## src/hw/rtl/bbc_pkg.sv

```systemverilog
`default_nettype none
// ----------------------------------------------------------------------------
// bbc_pkg
// Shared types and character decoding for the bracket balance checker.
// ----------------------------------------------------------------------------
package bbc_pkg;

	typedef enum logic [1:0] {
		KIND_ROUND  = 2'd0,
		KIND_SQUARE = 2'd1,
		KIND_CURLY  = 2'd2,
		KIND_NONE   = 2'd3
	} kind_t;

	// ST_MATCHED doubles as "no failure" in the sticky failure register
	typedef enum logic [1:0] {
		ST_MATCHED   = 2'd0,
		ST_BAD_CLOSE = 2'd1,
		ST_UNCLOSED  = 2'd2,
		ST_OVERFLOW  = 2'd3
	} status_t;

	localparam int OPEN_LEFT_W = 7;
	localparam logic [7:0] CH_OPEN_ROUND   = 8'h28;
	localparam logic [7:0] CH_CLOSE_ROUND  = 8'h29;
	localparam logic [7:0] CH_OPEN_SQUARE  = 8'h5B;
	localparam logic [7:0] CH_CLOSE_SQUARE = 8'h5D;
	localparam logic [7:0] CH_OPEN_CURLY   = 8'h7B;
	localparam logic [7:0] CH_CLOSE_CURLY  = 8'h7D;

	typedef struct packed {
		status_t                  status;
		logic [OPEN_LEFT_W-1:0]   open_left;
	} result_t;

	function automatic kind_t opener_kind(input logic [7:0] c);
		kind_t k;
		case (c)
			CH_OPEN_ROUND:  k = KIND_ROUND;
			CH_OPEN_SQUARE: k = KIND_SQUARE;
			CH_OPEN_CURLY:  k = KIND_CURLY;
			default:        k = KIND_NONE;
		endcase
		return k;
	endfunction

	function automatic kind_t closer_kind(input logic [7:0] c);
		kind_t k;
		case (c)
			CH_CLOSE_ROUND:  k = KIND_ROUND;
			CH_CLOSE_SQUARE: k = KIND_SQUARE;
			CH_CLOSE_CURLY:  k = KIND_CURLY;
			default:         k = KIND_NONE;
		endcase
		return k;
	endfunction

endpackage
`default_nettype wire

```

## src/hw/rtl/bbc_ram.sv

```systemverilog
`default_nettype none
// ----------------------------------------------------------------------------
// bbc_ram
// Generic simple dual-port RAM: one write port, one read port, registered read.
// ----------------------------------------------------------------------------
module bbc_ram #(
	parameter int WIDTH = 2,
	parameter int DEPTH = 64
) (
	input  wire logic                             clk,
	input  wire logic                             we,
	input  wire logic [$clog2(DEPTH)-1:0]         waddr,
	input  wire logic [WIDTH-1:0]                 wdata,
	input  wire logic [$clog2(DEPTH)-1:0]         raddr,
	output logic      [WIDTH-1:0]                 rdata
);

	logic [WIDTH-1:0] mem_q [DEPTH];

	// read returns the old word when both ports hit the same address
	always_ff @(posedge clk) begin
		if (we) begin
			mem_q[waddr] <= wdata;
		end
		rdata <= mem_q[raddr];
	end

endmodule
`default_nettype wire

```

## src/hw/rtl/bbc_stack.sv

```systemverilog
`default_nettype none
// ----------------------------------------------------------------------------
// bbc_stack
// Bracket stack: top entry in a register, the rest in RAM. The entry under
// the top is prefetched from RAM so that a pop can complete every cycle.
// ----------------------------------------------------------------------------
module bbc_stack #(
	parameter int DEPTH = 64
) (
	input  wire logic              clk,
	input  wire logic              arst_n,
	input  wire logic              acc,
	input  wire logic [7:0]        ch,
	input  wire logic              last,
	output bbc_pkg::result_t       res
);
	import bbc_pkg::*;

	localparam int AW = $clog2(DEPTH);
	localparam int CW = $clog2(DEPTH + 1);

	logic [CW-1:0] cnt_q, cnt_n, cnt_ld;
	status_t       fail_q, fail_n;
	kind_t         top_q, top_n;
	logic          fwd_q;
	kind_t         fwd_kind_q;
	kind_t         op_kind, cl_kind, second;
	logic          we;
	logic [AW-1:0] waddr, raddr;
	logic [1:0]    rd_data;
	logic [CW+6:0] cnt_wide;
	status_t       status_n;

	bbc_ram #(
		.WIDTH (2),
		.DEPTH (DEPTH)
	) u_ram (
		.clk   (clk),
		.we    (we),
		.waddr (waddr),
		.wdata (top_q),
		.raddr (raddr),
		.rdata (rd_data)
	);

	always_comb begin
		op_kind = opener_kind(ch);
		cl_kind = closer_kind(ch);
		// take the word just written when the prefetch hit the write address
		second  = fwd_q ? fwd_kind_q : kind_t'(rd_data);
		cnt_n   = cnt_q;
		top_n   = top_q;
		fail_n  = fail_q;
		we      = 1'b0;
		waddr   = AW'(cnt_q - CW'(1));
		if (acc && fail_q == ST_MATCHED) begin
			if (op_kind != KIND_NONE) begin
				if (cnt_q == CW'(DEPTH)) begin
					fail_n = ST_OVERFLOW;
				end else begin
					// spill the old top into RAM
					we    = (cnt_q != '0);
					top_n = op_kind;
					cnt_n = cnt_q + CW'(1);
				end
			end else if (cl_kind != KIND_NONE) begin
				if (cnt_q == '0 || top_q != cl_kind) begin
					fail_n = ST_BAD_CLOSE;
				end else begin
					top_n = second;
					cnt_n = cnt_q - CW'(1);
				end
			end
		end
		cnt_ld = (acc && last) ? '0 : cnt_n;
		raddr  = (cnt_ld < CW'(2)) ? '0 : AW'(cnt_ld - CW'(2));
	end

	always_comb begin
		if (fail_n != ST_MATCHED) begin
			status_n = fail_n;
		end else if (cnt_n != '0) begin
			status_n = ST_UNCLOSED;
		end else begin
			status_n = ST_MATCHED;
		end
		cnt_wide = (CW+7)'(cnt_n);
		res.status = status_n;
		res.open_left = (cnt_wide > (CW+7)'(127)) ? OPEN_LEFT_W'(127)
		                                          : cnt_wide[OPEN_LEFT_W-1:0];
	end

	always_ff @(posedge clk or negedge arst_n) begin
		if (!arst_n) begin
			cnt_q  <= '0;
			fail_q <= ST_MATCHED;
			fwd_q  <= 1'b0;
		end else begin
			cnt_q  <= cnt_ld;
			fail_q <= (acc && last) ? ST_MATCHED : fail_n;
			fwd_q  <= we;
		end
	end

	always_ff @(posedge clk) begin
		top_q      <= top_n;
		fwd_kind_q <= top_q;
	end

	a_count_bound: assert property (@(posedge clk) disable iff (!arst_n)
		cnt_q <= CW'(DEPTH))
		else $error("stack count beyond depth");

	a_clear_on_last: assert property (@(posedge clk) disable iff (!arst_n)
		acc && last |=> cnt_q == '0 && fail_q == ST_MATCHED)
		else $error("state not cleared after final character");

	a_fail_sticky: assert property (@(posedge clk) disable iff (!arst_n)
		fail_q != ST_MATCHED && !(acc && last) |=> fail_q == $past(fail_q)
		&& cnt_q == $past(cnt_q))
		else $error("failed string changed state");

	a_push: assert property (@(posedge clk) disable iff (!arst_n)
		acc && !last && fail_q == ST_MATCHED && op_kind != KIND_NONE
		&& cnt_q != CW'(DEPTH) |=> cnt_q == $past(cnt_q) + CW'(1)
		&& top_q == $past(op_kind))
		else $error("push did not advance the stack");

endmodule
`default_nettype wire

```

## config.mk

```make
export PLATFORM = sky130hd
export DESIGN_NAME = bbc_stack
export DESIGN_NICKNAME = d
export VERILOG_FILES = /design/src/hw/rtl/bbc_pkg.sv /design/src/hw/rtl/bbc_ram.sv /design/src/hw/rtl/bbc_stack.sv
export SDC_FILE = /design/constraint.sdc
export NUM_CORES = 1
export LEC_CHECK = 0
export BUFFER_PORTS_ARGS = -buffer_cell sky130_fd_sc_hd__buf_4
export CAP_MARGIN = 40
export CORE_MARGIN = 4
export CORE_UTILIZATION = 50
export CTS_CLUSTER_SIZE = 10
export DETAILED_ROUTE_END_ITERATION = 8
export HOLD_SLACK_MARGIN = 0.08
export PLACE_DENSITY = 0.73
export SLEW_MARGIN = 20
export SYNTH_ARGS = -nofsm -noshare
export SYNTH_HDL_FRONTEND = slang
export SYNTH_SLANG_ARGS = --single-unit
```

## constraint.sdc

```tcl
create_clock -name clk -period 4.7 [get_ports clk]
set_clock_uncertainty 0.2 [all_clocks]
set_input_delay 0.94 -clock clk [delete_from_list [all_inputs] [get_ports clk]]
set_output_delay 0.94 -clock clk [all_outputs]
set_load 0.01 [all_outputs]
```

==> summary.md, run 1 <==
| Metric | Value |
|---|---|
| Leak | `0.00294 uW` |
| Number of buffers inserted by hold repair at cts | `0` |
| Delay-heaviest family, CP | `compound AO/OA/AOI/OAI gates` |
| Startpoint types | `primary input` |
| Iter 0 DRT Violations | `~600` |
| Core area | `approximately 14000 sq um` |
| CTS Sinks | `between 100 and 150` |
| Fin. max-slew vios | `0` |
| Area after DPL | `between 7000 and 8000 sq um` |
| Async set-reset flop share out of synthesis | `around 7%` |
| Vias | `5179` |
| Crit-path max FO | `6` |
| Initial antenna violation count | `0` |
| Post-synth top cells | `edfxtp_1, nor2_1, nand2_1` |
| Total net switching power | `1830 uW` |
| Syn-to-layout area delta | `15.8%` |
| Min cycle time layout | `approximately 4.4 ns` |
| Detailed-placement wirelength estimate | `12.6 mm` |
| Largest net degree at the start of global routing | `66` |
| GPL Wtd Cong | `0.927` |
| GRT Util Overall | `about a quarter` |
| Port Buf Inserts | `20` |
| Max_slew headroom | `approximately 57%` |
| Setup Viol. Count Final | `0` |
| Crit. End Element | `flip-flop` |
| Max clock buf depth | `2` |
| Die W | `roughly 130 microns` |
| Multi-input logic area | `2660 sq um` |
| FF+latch area | `4230 sq um` |
| Post-synth EDFFs | `130` |
| Max incr delay on CP | `between 0.3 and 0.4 ns` |
| Drt drc | `0` |
| Grt ovf | `0` |
| CP required | `approximately 4.9 ns` |
| H-tree levels | `4` |
| Cell area after layout | `8190 sq um` |
| Most frequent cell after synthesis | `edfxtp_1` |
| Top_reg_cell synth | `edfxtp_1` |
| Synthesized cell area | `~7100 sq um` |
| CP startpoint | `ch[4]` |
| Die Area | `roughly 16000 sq um` |
| CP max stage cell | `a311oi_4` |
| Maximum vdd ir drop | `0.000316 V` |
| CTS root buffer | `clkbuf_16` |
| Combinational Power Share | `~44%` |
| Cells after Synth | `595` |
| WL per Instance | `22.1 microns` |
| DR pass1 iterations | `5` |
| RSZ-0062 raised after global routing | `no` |
| CTS clk-pin slew, worst paths | `0.06 ns` |
| Clk pwr share | `25.8%` |
| Row Count | `43` |
| Fill count | `between 1000 and 1500` |
| Max Clock Freq | `~230 MHz` |
| Worst path bufs/invs | `4` |
| First-pass GRT wire length | `28.8 mm` |
| Reg-to-reg startpoint | `cnt_q[1]` |
| Final hold vios | `0` |
| Post-CTS resize count | `0` |
| Worst Tran Pin Value | `0.645 ns` |
| Int Pwr | `2950 uW` |
| Switching Fraction | `between 30% and 40%` |
| Cell taking the most area after synthesis | `edfxtp_1` |
| Synth top area share | `between 50% and 60%` |
| Diodes inserted | `0` |
| Crit path DAT | `4.56 ns` |
| Fin worst setup slack | `0.310 ns` |
| Kind of critical path | `primary input to flip-flop` |
| Critical path, cell by cell | `buf_4 > nor4b_4 > nand4_1 > and2_1 > o32ai_2 > mux2i_1 > inv_1 > nand2_1 > ha_1 > inv_1 > a311oi_4 > buf_4 > nand3_1 > nand2_1 > o32ai_1 > o31a_1 > a221oi_2 > mux2_2` |
| Yosys reg bits | `about 140` |
| HP Class | `primary input to async pin` |
| Post-synthesis sequential area ratio | `59.8%` |
| Largest cells by area after synthesis | `edfxtp_1, nor2_1, mux2i_1` |
| Die H | `about 130 microns` |
| Antenna-violating nets left | `0` |
| Reg power frac | `29.8%` |
| Max-Cap Viols | `0` |
| TritonCTS clock tree | `built` |
| Initial Utilization | `51.0%` |
| PD cells | `584 nW/um^2` |
| Worst slack at placement | `-0.0260 ns` |
| Mapped Nets | `610` |
| Final net count | `664` |
| Synth Warn # | `0` |
| Layout cells sized above 1 | `roughly a fifth` |
| Fin crit share | `93.4%` |
| Vias in the first global route | `5211` |
| Post-CTS Repair Setup Buffers | `0` |
| Status | `complete, no violations` |
| Total CTS buffers | `17` |
| Netlist cell types | `82` |
| Avg Inst Size Synth | `around 12 sq um` |
| Skew-Pair Late Insertion Delay | `0.42 ns` |
| Vias per cell | `just over 6` |
| Drt total wl | `18.6 mm` |
| IO Count | `21` |
## cell usage in the layout, fill, tap and decap left out, types with 14 or more instances in the layout
| cell | instances |
|---|---|
| clkbuf_16 | 17 |
| edfxtp_1 | 130 |
| buf_4 | 59 |
| o22ai_1 | 14 |
| nand2_1 | 48 |
| inv_1 | 16 |
| nor2_1 | 120 |
| nand3_1 | 21 |
| mux2i_1 | 41 |
## registers in the layout, indices dropped and copies added, names as in the netlist
signal       cells
top_q            2
fwd_q            1
u_ram.rdata      2
fail_q           2
u_ram.mem_q    128
fwd_kind_q       2
cnt_q            7
## path summary, 6_finish.rpt
kind | to | slack (ns) | cells after the start
worst max-delay path | u_ram.rdata[1] | 0.31 | 18
worst min-delay path | cnt_q[4] | 0.15 | 1
worst max register to register | u_ram.rdata[1] | 0.46 | 18
worst min register to register | fail_q[1] | 0.37 | 2
max in group asynchronous | cnt_q[2] | 4.00 | 1
min in group clk | fail_q[1] | 0.37 | 2
## metrics by stage
stage          setup TNS, ns  std cells  total power [uW]  hold slack, ns  utilization, %
6_report                   0        842              4780           0.146            59.0
5_1_grt                    0        842              5020           0.138            59.0
4_1_cts                    0        842              4760           0.135            59.0
3_5_place_dp         -0.0281        810              3530           0.366            55.1
3_3_place_gp               0        810              3530           0.346            55.1
2_1_floorplan              0        595              2890           0.311               -
## layer usage
metal	vias to the layer above	track usage, %	share of wire [%]
met5	-	0	0
met2	246	36.9	46
met3	62	5.56	6.7
met1	2512	30.9	42
li1	2359	-	-
met4	0	13.7	5.4
## worst reg2reg max path, cell delays in order (launching register included)
cell and delay [ns]:
dfrtp_1 0.38, inv_1 0.10, ha_1 0.18, nor3b_4 0.38
and3_2 0.35, o32ai_2 0.12, mux2i_1 0.19, inv_1 0.08
nand2_1 0.10, ha_1 0.18, inv_1 0.08, a311oi_4 0.34
buf_4 0.21, nand3_1 0.18, nand2_1 0.25, o32ai_1 0.14
o31a_1 0.32, a221oi_2 0.22, mux2_2 0.18
## power by group through the flow
stage | Sequential [uW] | Clock (uW) | Combinational [uW]
floorplan | 1440 | 0 | 1450
global placement | 1450 | 0 | 2080
detailed placement | 1450 | 0 | 2080
CTS | 1420 | 1250 | 2090
global route | 1430 | 1310 | 2280
finish | 1420 | 1230 | 2130
## area by class of cell
class                   count  area share, %
clock buffers              17           5.19
clock inverters            15           1.50
inverters                  16          0.733
multi-input cells         410           32.5
flip-flops and latches    144           51.7
well taps                 180           2.75
repair buffers             60           5.65
## kinds of logic (layout without fill, tap and decap cells)
family / after synthesis / in the layout / share of synthesized area [%]
AOI/OAI and AO/OA: 109 / 109 / 12.0
xor gates and xnor gates: 9 / 9 / 1.22
adders and majority gates: 3 / 3 / 0.530
buffers and inverters: 41 / 108 / 2.90
DFF: 144 / 144 / 59.8
muxes: 49 / 49 / 7.44
and+or+nand+nor: 240 / 240 / 16.1
Power figures use the tool's default switching activity.
==> run 2: changes to the inputs <==
Settings changed: BUFFER_PORTS_ARGS -buffer_cell sky130_fd_sc_hd__buf_4 to unset, DONT_BUFFER_PORTS set to 1, PLACE_DENSITY 0.73 to 0.72.
==> run 2 against run 1 <==
Against the previous run:
- routed wire length is 0.82% lower
- setup slack lost 0.0054 ns
- final cell count down 3.2%
- global-route usage down 0.13 points
- clock power is 4% higher
- utilization shrank 1.2 points
- register-to-register slack worse by 0.16 ns
- sequential share of layout area increased by 1.1 points
- maximum frequency decreased by 0.12%
- first-iteration DRC count decreased by 11%
- critical path depth grew 1
- critical path type is now flip-flop to flip-flop
- largest power group unchanged
==> summary.md, run 2 (synthesis results as in run 1) <==
| Metric | Value |
|---|---|
| Diodes inserted | `0 (unchanged)` |
| Largest Register | `u_ram.mem_q` |
| Setup Viol. Count Final | `0 (unchanged)` |
| Skew-Pair Late Insertion Delay | `0.42 ns (about the same)` |
| CTS root buffer | `clkbuf_16` |
| Antenna-violating nets left | `0 (unchanged)` |
| Tot Pwr | `4730 uW (-1.1%)` |
| Crit path DAT | `4.50 ns (-0.06 ns)` |
| GPL Wtd Cong | `0.958 (+3.3%)` |
| Detailed-placement wirelength estimate | `12.5 mm (-0.39%)` |
| Port Buf Inserts | `0 (-100%)` |
| Syn-to-layout area delta | `13.3%` |
| Fill count | `1157 (+2.3%)` |
| Min cycle time layout | `4.40 ns (+0.00536 ns)` |
| Status | `complete, no violations` |
| Maximum vdd ir drop | `0.000294 V (-6.9%)` |
| Fin worst setup slack | `0.304 ns (-0.00536 ns)` |
| Placed Instances | `779 (-3.8%)` |
| WL per Instance | `22.7 microns (+2.5%)` |
| Biggest regs | `u_ram.mem_q: 128 flops, cnt_q: 7 flops` |
| Final net count | `637 (-4.1%)` |
| Drt total wl | `18.5 mm (-0.82%)` |
| Layout cells sized above 1 | `15.3% (-4.2 points)` |
| Largest net degree at the start of global routing | `66 (unchanged)` |
| Vias | `5043 (-2.6%)` |
| TritonCTS clock tree | `built` |
| Vias per cell | `6.19 (+0.60%)` |
| DR pass1 iterations | `5 (unchanged)` |
| Grt ovf | `0 (unchanged)` |
| Kind of critical path | `flip-flop to flip-flop` |
| Crit-path max FO | `6 (unchanged)` |
| Max-Cap Viols | `0 (unchanged)` |
| HP Class | `flip-flop to flip-flop` |
| Max_slew headroom | `51.4% (-5.4 points)` |
| Drt drc | `0 (unchanged)` |
| Worst slack at placement | `0.0644 ns (+0.0904 ns)` |
| Initial Utilization | `51.0% (unchanged)` |
| Max clock buf depth | `2 (unchanged)` |
| Die W | `127 microns (unchanged)` |
| Die H | `127 microns (unchanged)` |
| Max Clock Freq | `228 MHz (-0.12%)` |
| Iter 0 DRT Violations | `539 (-11%)` |
| Initial antenna violation count | `0 (unchanged)` |
| GRT Util Overall | `23.7% (-0.13 points)` |
| Post-CTS resize count | `0 (unchanged)` |
| Core area | `13900 sq um (unchanged)` |
| Vias in the first global route | `5113 (-1.9%)` |
| RSZ-0062 raised after global routing | `no` |
| Die Area | `16100 sq um (unchanged)` |
| IO Count | `21 (unchanged)` |
| Crit. End Element | `flip-flop` |
| Non-filler instance count after layout | `815 (-3.2%)` |
| Most frequent cells in the layout | `edfxtp_1, nor2_1, nand2_1, mux2i_1, buf_4` |
| H-tree levels | `4 (unchanged)` |
| Total CTS buffers | `17 (unchanged)` |
| PD cells | `590 nW/um^2 (+1.1%)` |
| Fin. max-slew vios | `0 (unchanged)` |
| Final setup TNS | `0 ns (unchanged)` |
| CTS clk-pin slew, worst paths | `0.06 ns (about the same)` |
| CP required | `4.81 ns (-0.06 ns)` |
| Fin crit share | `93.5% (+0.11 points)` |
| First-pass GRT wire length | `28.7 mm (-0.50%)` |
| CTS Sinks | `144 (unchanged)` |
| Leak | `0.00283 uW (-3.8%)` |
| Final hold vios | `0 (unchanged)` |
| Commonest non-fill, non-tap cell in the layout | `edfxtp_1` |
| Largest register FFs | `128 (unchanged)` |
| Row Count | `43 (unchanged)` |
| Worst Tran Pin Value | `0.726 ns (+0.0813 ns)` |
| Startpoint types | `flip-flop` |
[run 2: layout make-up]
cell class	count	area, sq um	area share [%]
clock buffers	25	475	5.93
clock inverters	7	87.6	1.09
inverters	16	60.1	0.749
multi-input cells	410	2660	33.2
flip-flops and latches	144	4230	52.8
well taps	180	225	2.81
repair buffers	33	275	3.43
[run 2: worst max-delay path: stages, from the launching register on]
cell and delay [ns]:
dfrtp_1 0.37, inv_1 0.07, ha_1 0.27, nor3b_4 0.20, buf_4 0.17, and3_2 0.24
o32ai_2 0.28, mux2i_1 0.29, inv_1 0.09, nand2_1 0.11, ha_1 0.21, inv_1 0.10
a311oi_4 0.31, buf_4 0.20, a31oi_4 0.16, mux2_1 0.36, o22ai_1 0.14, or3_1 0.12
a32oi_1 0.09, mux2_2 0.29
[run 2: stage by stage]
stage	util [%]	area [sq um]	hold WS, ns
2_1_floorplan	-	7100	0.311
3_3_place_gp	53.5	7420	0.352
3_5_place_dp	53.5	7420	0.394
4_1_cts	57.6	8000	0.405
5_1_grt	57.8	8020	0.427
6_report	57.8	8020	0.400
[run 2: power by group]
part | total (uW) | internal, uW | switching (uW)
clock network | 1280 | 804 | 474
registers | 1430 | 1410 | 22.2
logic | 2030 | 778 | 1250
total | 4730 | 2990 | 1740
[run 2: metal layers]
layer,part of all wire [%],global-route usage (%),vias up
met5,0,0,-
met4,3.6,11.9,0
met3,7.3,6.65,49
met2,48,37.1,213
met1,41,30.5,2481
li1,-,-,2300
[run 2: worst paths after layout]
kind | startpoint | endpoint | slack (ns) | cells past startpoint
min in group asynchronous | arst_n | fail_q[1] | 0.74 | 1
max | cnt_q[1] | u_ram.rdata[1] | 0.30 | 19
max reg2reg | cnt_q[1] | u_ram.rdata[1] | 0.30 | 19
min | fail_q[0] | fail_q[0] | 0.40 | 2
min reg2reg | fail_q[0] | fail_q[0] | 0.40 | 2
max in group asynchronous | arst_n | cnt_q[2] | 3.19 | 1
[run 2: timing repair]
item | 4_1_cts | 5_1_grt
endpoints found under the setup margin | 0 | 2
endpoints found under the hold margin | 10 | 0
hold buffers | 1 | 0
buffers inserted | 0 | 3
